**config.mk**
```make
export PLATFORM = sky130hd
export DESIGN_NAME = uniform_dark_zone_detector_top
export DESIGN_NICKNAME = d
export VERILOG_FILES = /design/src/design/udzd_pkg.sv /design/src/design/uniform_dark_zone_detector_top.sv /design/src/design/udzd_stats.sv
export VERILOG_INCLUDE_DIRS = /design/src /design/src/design
export SDC_FILE = /design/constraint.sdc
export NUM_CORES = 1
export LEC_CHECK = 0
export ABC_CLOCK_PERIOD_IN_PS = 31000
export BUFFER_PORTS_ARGS = -buffer_cell sky130_fd_sc_hd__buf_2
export CORE_ASPECT_RATIO = 1.2
export CORE_MARGIN = 2
export CORE_UTILIZATION = 40
export DETAILED_ROUTE_END_ITERATION = 8
export PLACE_DENSITY = 0.68
export REMOVE_ABC_BUFFERS = 1
export SYNTH_ARGS = -nofsm -noshare
export SYNTH_HDL_FRONTEND = slang
export SYNTH_SLANG_ARGS = --single-unit
```
**constraint.sdc**
```tcl
create_clock -name clk -period 31 [get_ports clk]
set_input_delay 6.2 -clock clk [delete_from_list [all_inputs] [get_ports clk]]
set_output_delay 6.2 -clock clk [all_outputs]
set_load 0.01 [all_outputs]
```
**src/design/assert_macros.svh**
```systemverilog
// Concurrent assertion macros used by the detector top level.
`ifndef ASSERT_MACROS_SVH
`define ASSERT_MACROS_SVH
`ifndef SYNTH
// Property must hold on every rising clock edge outside reset.
`define ASSERT_CLK(lbl, clk_sig, rst_n_sig, prop) \
	lbl: assert property (@(posedge clk_sig) disable iff (!rst_n_sig) (prop)) \
		else $error("assertion failed");
// Expression must never be true outside reset.
`define ASSERT_NEVER(lbl, clk_sig, rst_n_sig, expr) \
	lbl: assert property (@(posedge clk_sig) disable iff (!rst_n_sig) !(expr)) \
		else $error("forbidden condition seen");
`else
`define ASSERT_CLK(lbl, clk_sig, rst_n_sig, prop)
`define ASSERT_NEVER(lbl, clk_sig, rst_n_sig, expr)
`endif
`endif

```
**src/design/udzd_pkg.sv**
```systemverilog
// Types, constants and register codes for the uniform dark zone detector.
package udzd_pkg;

	localparam int SENSOR_COUNT = 8;
	localparam int SAMPLE_BITS  = 12;
	localparam int THR_W        = 12;
	localparam int RUN_W        = 8;
	localparam int CFG_W        = 12;
	localparam int REG_IDX_W    = 3;

	localparam int SUM_W  = SAMPLE_BITS + $clog2(SENSOR_COUNT);
	localparam int PROD_W = THR_W + $clog2(SENSOR_COUNT);
	localparam int CMP_W  = (SUM_W > PROD_W) ? SUM_W : PROD_W;
	localparam int SPR_W  = (SAMPLE_BITS > THR_W) ? SAMPLE_BITS : THR_W;

	localparam int S_TDATA_W = ((SENSOR_COUNT * SAMPLE_BITS + 7) / 8) * 8;
	localparam int M_TDATA_W = 8;

	localparam logic [RUN_W-1:0] RUN_MAX = '1;

	localparam logic [THR_W-1:0] DARK_AVG_MIN_RST   = THR_W'(3276);
	localparam logic [THR_W-1:0] UNIF_SPREAD_RST    = THR_W'(410);
	localparam logic [THR_W-1:0] EXIT_SPREAD_RST    = THR_W'(451);
	localparam logic [THR_W-1:0] EXIT_AVG_RST       = THR_W'(3071);
	localparam logic [RUN_W-1:0] ENTER_EPOCHS_RST   = RUN_W'(3);
	localparam logic [RUN_W-1:0] EXIT_EPOCHS_RST    = RUN_W'(3);

	typedef enum logic [REG_IDX_W-1:0] {
		REG_DARK_AVERAGE_MIN   = 3'd0,
		REG_UNIFORM_SPREAD_MAX = 3'd1,
		REG_EXIT_SPREAD_LIMIT  = 3'd2,
		REG_EXIT_AVERAGE_LIMIT = 3'd3,
		REG_ENTER_EPOCHS       = 3'd4,
		REG_EXIT_EPOCHS        = 3'd5
	} reg_idx_t;

	// Check kind carried in tuser.
	localparam logic OP_ACTIVATE = 1'b0;
	localparam logic OP_EXIT     = 1'b1;

	typedef logic [SENSOR_COUNT-1:0][SAMPLE_BITS-1:0] sample_vec_t;

	typedef struct packed {
		logic [SUM_W-1:0]       sum;
		logic [SAMPLE_BITS-1:0] spread;
	} stats_t;

endpackage

```
**src/design/uniform_dark_zone_detector_top.sv**
```systemverilog
// Top level of the uniform dark zone detector: request register, checks, result register.
//
// Usage:
//   s_* carries one request per epoch: s_tdata holds sensor_0..sensor_7, 12 bits
//   each from the lowest bit up; s_tuser selects the check (0 activate, 1 exit).
//   m_* returns one result per request: m_tdata[0] zone_changed, [1] zone_active,
//   [2] uniform_dark, upper bits zero.
//   A request waits in the request register and moves into the result register,
//   which drives m_tvalid, once that is free. One request is taken every cycle
//   while m_tready stays high; the epoch statistics, threshold compares and run
//   counter update all fit between the request register and the result register.
//   When m_tready is low the result register holds; the request register still
//   takes one more request, after which s_tready drops until the result moves.
//   Reset (arst_n low) clears the zone flag, both run counters, the valid bits
//   and loads the configuration registers with their default values.
//   Configuration: wr_en writes wr_data into register wr_index;
//   write only while no request is in flight. Indexes beyond the list are ignored.
`include "assert_macros.svh"

module uniform_dark_zone_detector_top (
	input  logic                                clk,
	input  logic                                arst_n,
	input  logic                                s_tvalid,
	output logic                                s_tready,
	// sensor_0 .. sensor_7, SAMPLE_BITS each, lowest first
	input  logic [udzd_pkg::S_TDATA_W-1:0]      s_tdata,
	// operation
	input  logic                                s_tuser,
	output logic                                m_tvalid,
	input  logic                                m_tready,
	// zone_changed, zone_active, uniform_dark, zero fill
	output logic [udzd_pkg::M_TDATA_W-1:0]      m_tdata,
	input  logic                                wr_en,
	input  logic [udzd_pkg::REG_IDX_W-1:0]      wr_index,
	input  logic [udzd_pkg::CFG_W-1:0]          wr_data
);

	localparam int RUN_W = udzd_pkg::RUN_W;
	localparam int THR_W = udzd_pkg::THR_W;
	localparam int CMP_W = udzd_pkg::CMP_W;
	localparam int SPR_W = udzd_pkg::SPR_W;

	// configuration
	logic [THR_W-1:0] dark_avg_min_q;
	logic [THR_W-1:0] unif_spread_max_q;
	logic [THR_W-1:0] exit_spread_lim_q;
	logic [THR_W-1:0] exit_avg_lim_q;
	logic [RUN_W-1:0] enter_epochs_q;
	logic [RUN_W-1:0] exit_epochs_q;

	// detector state
	logic             in_zone_q;
	logic [RUN_W-1:0] enter_run_q;
	logic [RUN_W-1:0] exit_run_q;

	// pipeline
	logic                          valid_s1;
	logic                          op_s1;
	udzd_pkg::sample_vec_t         samples_s1;
	logic                          m_tvalid_s2;
	logic [udzd_pkg::M_TDATA_W-1:0] m_tdata_s2;

	logic             out_free;
	logic             move_s1;
	udzd_pkg::stats_t stats;

	logic             dark;
	logic             rough;
	logic             zone_nxt;
	logic             changed_nxt;
	logic [RUN_W-1:0] enter_run_nxt;
	logic [RUN_W-1:0] exit_run_nxt;

	assign out_free = !m_tvalid_s2 || m_tready;
	assign s_tready = !valid_s1 || out_free;
	assign move_s1  = valid_s1 && out_free;
	assign m_tvalid = m_tvalid_s2;
	assign m_tdata  = m_tdata_s2;

	always_ff @(posedge clk or negedge arst_n) begin
		if (!arst_n) begin
			dark_avg_min_q    <= udzd_pkg::DARK_AVG_MIN_RST;
			unif_spread_max_q <= udzd_pkg::UNIF_SPREAD_RST;
			exit_spread_lim_q <= udzd_pkg::EXIT_SPREAD_RST;
			exit_avg_lim_q    <= udzd_pkg::EXIT_AVG_RST;
			enter_epochs_q    <= udzd_pkg::ENTER_EPOCHS_RST;
			exit_epochs_q     <= udzd_pkg::EXIT_EPOCHS_RST;
		end else if (wr_en) begin
			unique case (wr_index)
				udzd_pkg::REG_DARK_AVERAGE_MIN:   dark_avg_min_q    <= wr_data[THR_W-1:0];
				udzd_pkg::REG_UNIFORM_SPREAD_MAX: unif_spread_max_q <= wr_data[THR_W-1:0];
				udzd_pkg::REG_EXIT_SPREAD_LIMIT:  exit_spread_lim_q <= wr_data[THR_W-1:0];
				udzd_pkg::REG_EXIT_AVERAGE_LIMIT: exit_avg_lim_q    <= wr_data[THR_W-1:0];
				udzd_pkg::REG_ENTER_EPOCHS:       enter_epochs_q    <= wr_data[RUN_W-1:0];
				udzd_pkg::REG_EXIT_EPOCHS:        exit_epochs_q     <= wr_data[RUN_W-1:0];
				default: begin
				end
			endcase
		end
	end

	// request register
	always_ff @(posedge clk or negedge arst_n) begin
		if (!arst_n) begin
			valid_s1 <= 1'b0;
		end else if (s_tready) begin
			valid_s1 <= s_tvalid;
		end
	end

	always_ff @(posedge clk) begin
		if (s_tvalid && s_tready) begin
			op_s1      <= s_tuser;
			samples_s1 <= s_tdata[udzd_pkg::SENSOR_COUNT*udzd_pkg::SAMPLE_BITS-1:0];
		end
	end

	udzd_stats u_stats (
		.samples (samples_s1),
		.stats   (stats)
	);

	// Average tests compare the sum against limit times sensor count.
	always_comb begin
		logic [CMP_W-1:0] sum_x;
		logic [SPR_W-1:0] spread_x;
		sum_x    = CMP_W'(stats.sum);
		spread_x = SPR_W'(stats.spread);
		dark  = (sum_x >= CMP_W'(dark_avg_min_q) * CMP_W'(udzd_pkg::SENSOR_COUNT))
			&& (spread_x <= SPR_W'(unif_spread_max_q));
		rough = (spread_x > SPR_W'(exit_spread_lim_q))
			|| (sum_x < CMP_W'(exit_avg_lim_q) * CMP_W'(udzd_pkg::SENSOR_COUNT));
	end

	always_comb begin
		zone_nxt      = in_zone_q;
		changed_nxt   = 1'b0;
		enter_run_nxt = enter_run_q;
		exit_run_nxt  = exit_run_q;
		if (op_s1 == udzd_pkg::OP_ACTIVATE) begin
			if (dark) begin
				if (enter_run_q != udzd_pkg::RUN_MAX) enter_run_nxt = enter_run_q + RUN_W'(1);
				exit_run_nxt = '0;
			end else begin
				enter_run_nxt = '0;
			end
			if (!in_zone_q && enter_run_nxt >= enter_epochs_q) begin
				zone_nxt      = 1'b1;
				enter_run_nxt = '0;
				changed_nxt   = 1'b1;
			end
		end else begin
			if (rough) begin
				if (exit_run_q != udzd_pkg::RUN_MAX) exit_run_nxt = exit_run_q + RUN_W'(1);
			end else begin
				exit_run_nxt = '0;
			end
			if (in_zone_q && exit_run_nxt >= exit_epochs_q) begin
				zone_nxt     = 1'b0;
				exit_run_nxt = '0;
				changed_nxt  = 1'b1;
			end
		end
	end

	// advance state only when the request moves into the result register
	always_ff @(posedge clk or negedge arst_n) begin
		if (!arst_n) begin
			in_zone_q   <= 1'b0;
			enter_run_q <= '0;
			exit_run_q  <= '0;
		end else if (move_s1) begin
			in_zone_q   <= zone_nxt;
			enter_run_q <= enter_run_nxt;
			exit_run_q  <= exit_run_nxt;
		end
	end

	// result register
	always_ff @(posedge clk or negedge arst_n) begin
		if (!arst_n) begin
			m_tvalid_s2 <= 1'b0;
		end else if (out_free) begin
			m_tvalid_s2 <= valid_s1;
		end
	end

	always_ff @(posedge clk) begin
		if (move_s1) begin
			m_tdata_s2 <= {{(udzd_pkg::M_TDATA_W-3){1'b0}}, dark, zone_nxt, changed_nxt};
		end
	end

	`ASSERT_CLK(a_zone_holds_when_idle, clk, arst_n, !move_s1 |=> $stable(in_zone_q))
	`ASSERT_CLK(a_result_matches_zone, clk, arst_n, move_s1 |=> (m_tdata_s2[1] == in_zone_q))
	`ASSERT_CLK(a_enter_clears_run, clk, arst_n, $rose(in_zone_q) |-> (enter_run_q == '0))
	`ASSERT_NEVER(a_change_without_move, clk, arst_n, !$stable(in_zone_q) && !$past(move_s1))

endmodule

```
**src/design/udzd_stats.sv**
```systemverilog
// Sum and spread (maximum minus minimum) over one epoch of sensor readings.
module udzd_stats (
	input  udzd_pkg::sample_vec_t samples,
	output udzd_pkg::stats_t      stats
);

	always_comb begin
		logic [udzd_pkg::SUM_W-1:0]       acc;
		logic [udzd_pkg::SAMPLE_BITS-1:0] mn;
		logic [udzd_pkg::SAMPLE_BITS-1:0] mx;
		acc = '0;
		mn  = '1;
		mx  = '0;
		for (int i = 0; i < udzd_pkg::SENSOR_COUNT; i++) begin
			acc = acc + udzd_pkg::SUM_W'(samples[i]);
			if (samples[i] < mn) mn = samples[i];
			if (samples[i] > mx) mx = samples[i];
		end
		stats.sum    = acc;
		stats.spread = mx - mn;
	end

endmodule
```
==> impl_metrics.json <==
{
  "yosys.area.top_type": "ha_1",
  "grt_max_degree": 78,
  "viasPerCell": 5.39,
  "die-area_um2": 44200,
  "nets": 2349,
  "cp.required_ns": 31.40,
  "slew_headroom_pct": 32.2,
  "wl_per_cell_um": 18.4,
  "syn_to_final_growth_pct": 10.8,
  "timing.final.hold_violations": 0,
  "avgSynthCellArea_um2": 9.46,
  "fmax_mhz": 43.9,
  "routed_wl_um": 45400,
  "ys_top_cells_by_area": "ha_1 19%, edfxtp_1 18%, dfrtp_1 7.6%, fa_1 7.1%, inv_1 5.5%",
  "grt_overflow": 0,
  "start_kind": "register",
  "async_flop_share_pct": 45.4,
  "synth.top_cell.area_share_pct": 19.2,
  "io_buffers": 121,
  "cts_root_buf": "clkbuf_16",
  "path_max_fanout": 24,
  "post_cts_buffers": 0,
  "hpwl_um": 37200,
  "rsz0062_at_grt": "false",
  "maxCapViolations": 0,
  "grt_pass1_wl_um": 72200,
  "drtPass1Iterations": 5,
  "path_class": "reg2reg",
  "drcViolationCount": 0,
  "numCtsBuffers": 17,
  "synth_edf_count": 100,
  "grt_pass1_vias": 13700,
  "num_io_pins": 127,
  "track_usage_pct": 21.2,
  "dr_total_vias": 13300,
  "crit_path_end_kind": "register",
  "maxSlewViolCount": 0,
  "cts.repair.resized": 0,
  "timing.final.crit_share_pct": 73.5,
  "rows": 82,
  "h-tree-depth": 4,
  "clockBufferDepth": 2,
  "synthCells": 1800,
  "holdCritPathClass": "reg2reg",
  "drive_above_1_share_pct": 14.1,
  "cts_tree": "built",
  "fillers": 4080,
  "diodes": 0,
  "cp_common_cell": "a21o_1",
  "antenna_found_initial": 0,
  "dieWidth_um": 192,
  "outcome": "completed",
  "ctsHoldBuffers": 0,
  "worst_slew_pin_slew_ns": 1.02,
  "dieHeight_um": 230,
  "crit_arrival_ns": 23.19,
  "period_minus_slack_ns": 22.78,
  "core_um2": 41900,
  "finalSetupViolCount": 0,
  "synth_area_um2": 17000,
  "r2r.worst_path.cells": 99,
  "tns_ns": 0,
  "synth.distinct_cells": 74,
  "cts_sinks": 183,
  "clkTransAtPathRegs_ns": 0.09,
  "yosysSeqAreaShare_pct": 30.1,
  "holdPathStages": 2,
  "clk-insertion-delay-late_ns": 0.48,
  "place_congestion": 0.900,
  "synth_flop_cell": "edfxtp_1",
  "ant_nets": 0,
  "initial_core_util_pct": 40.7,
  "yosys_warnings": 0,
  "crit_path_top_delay_cell": "nor3_1",
  "cp_slowest_stage_delay_ns": 0.66,
  "dr.first_iter.drc_count": 656,
  "ys_ff_latch": 183,
  "finClkSkew_ns": 0.0253
}
==> layer usage <==
layer	part of all wire, %	up-vias	wire length [um]	global-route usage (%)
met3	3.2	91	1460	2.81
met2	50	280	22700	37.2
met5	0	-	0	0
met1	42	6377	18900	24.9
li1	-	6568	-	-
met4	5.2	0	2370	11.3
==> layout by cell type (no fill, tap or decap), types with 17 or more instances in the layout <==
cell	netlist	layout
a21o_1	73	73
a21oi_1	140	140
buf_2	1	120
clkbuf_16	0	17
dfrtp_1	52	52
dfstp_2	31	31
edfxtp_1	100	100
fa_1	60	60
ha_1	261	261
inv_1	251	251
mux2_2	58	58
mux2i_1	36	36
nand2_1	112	112
nand2b_1	37	37
nand3_1	28	28
nand4_1	41	41
nor2_1	106	106
nor2b_1	30	30
o21a_1	19	19
o21ai_0	105	105
xnor2_1	26	26
xor2_1	17	17
==> path summary, 6_finish.rpt <==
| path | slack, ns | start | endpoint |
|---|---|---|---|
| min reg2reg | 0.51 | dark_avg_min_q[2] | dark_avg_min_q[2] |
| min in group asynchronous | 5.53 | arst_n | dark_avg_min_q[9] |
| min | 0.51 | dark_avg_min_q[2] | dark_avg_min_q[2] |
| max | 8.22 | samples_s1[17] | exit_run_q[0] |
| max reg2reg | 8.22 | samples_s1[17] | exit_run_q[0] |
| max in group asynchronous | 24.26 | arst_n | enter_run_q[3] |
==> registers in the layout, indices dropped and copies added (netlist names), 3 cells and up <==
| name | cells |
|---|---|
| dark_avg_min_q | 12 |
| enter_epochs_q | 8 |
| enter_run_q | 8 |
| exit_avg_lim_q | 12 |
| exit_epochs_q | 8 |
| exit_run_q | 8 |
| exit_spread_lim_q | 12 |
| m_tdata | 3 |
| samples_s1 | 96 |
| unif_spread_max_q | 12 |
==> logic make-up after synthesis <==
| kind of cell | synth area share [%] |
|---|---|
| AOI/OAI and AO/OA | 16.4 |
| xor gates and xnor gates | 2.21 |
| adders and majority gates | 26.2 |
| buffers and inverters | 6.62 |
| DFF | 30.1 |
| muxes | 6.42 |
| other | 0.0220 |
| and+or+nand+nor | 12.0 |
==> Yosys cell counts (12+ instances only) <==
| cell type | count |
|---|---|
| ha_1 | 261 |
| inv_1 | 251 |
| a21oi_1 | 140 |
| nand2_1 | 112 |
| nor2_1 | 106 |
| o21ai_0 | 105 |
| edfxtp_1 | 100 |
| a21o_1 | 73 |
| fa_1 | 60 |
| mux2_2 | 58 |
| dfrtp_1 | 52 |
| nand4_1 | 41 |
| nand2b_1 | 37 |
| mux2i_1 | 36 |
| dfstp_2 | 31 |
| clkbuf_1 | 30 |
| nor2b_1 | 30 |
| nand3_1 | 28 |
| xnor2_1 | 26 |
| o21a_1 | 19 |
| xor2_1 | 17 |
| o21bai_1 | 14 |
| nor3_1 | 13 |
| o21ai_1 | 12 |
==> metrics by stage <==
stage          area [um^2]  std cells  setup WS, ns  utilization (%)  hold WS [ns]
2_1_floorplan        16900       1762         11.89                -         0.457
3_3_place_gp         18300       2438          8.58             43.6         0.470
3_5_place_dp         18300       2438          8.33             43.6         0.500
4_1_cts              18900       2470          8.25             45.0         0.510
5_1_grt              18900       2470          6.02             45.0         0.523
6_report             18900       2470          8.22             45.0         0.510
==> critical path, delay by kind of cell, from the launching register on <==
kind | cells | cell delay [ns]
flops | 1 | 0.52
mux | 4 | 1.41
xor+xnor | 1 | 0.23
simple gates | 28 | 4.55
compound gates | 49 | 12.17
buf+inv | 7 | 0.80
fa+ha+maj | 10 | 2.97
==> layout make-up <==
type / count / area [um^2] / area share, %
Clock inverter: 14 / 170 / 0.902
Tap cell: 546 / 683 / 3.62
Sequential cell: 183 / 5120 / 27.1
Inverter: 251 / 942 / 5.00
Clock buffer: 18 / 429 / 2.28
Timing Repair Buffer: 130 / 676 / 3.58
Multi-Input combinational cell: 1328 / 10800 / 57.5
Power is left out: the tool's default activity adds up to more than one toggle a clock period on the data nets, which glitch-free logic cannot reach.
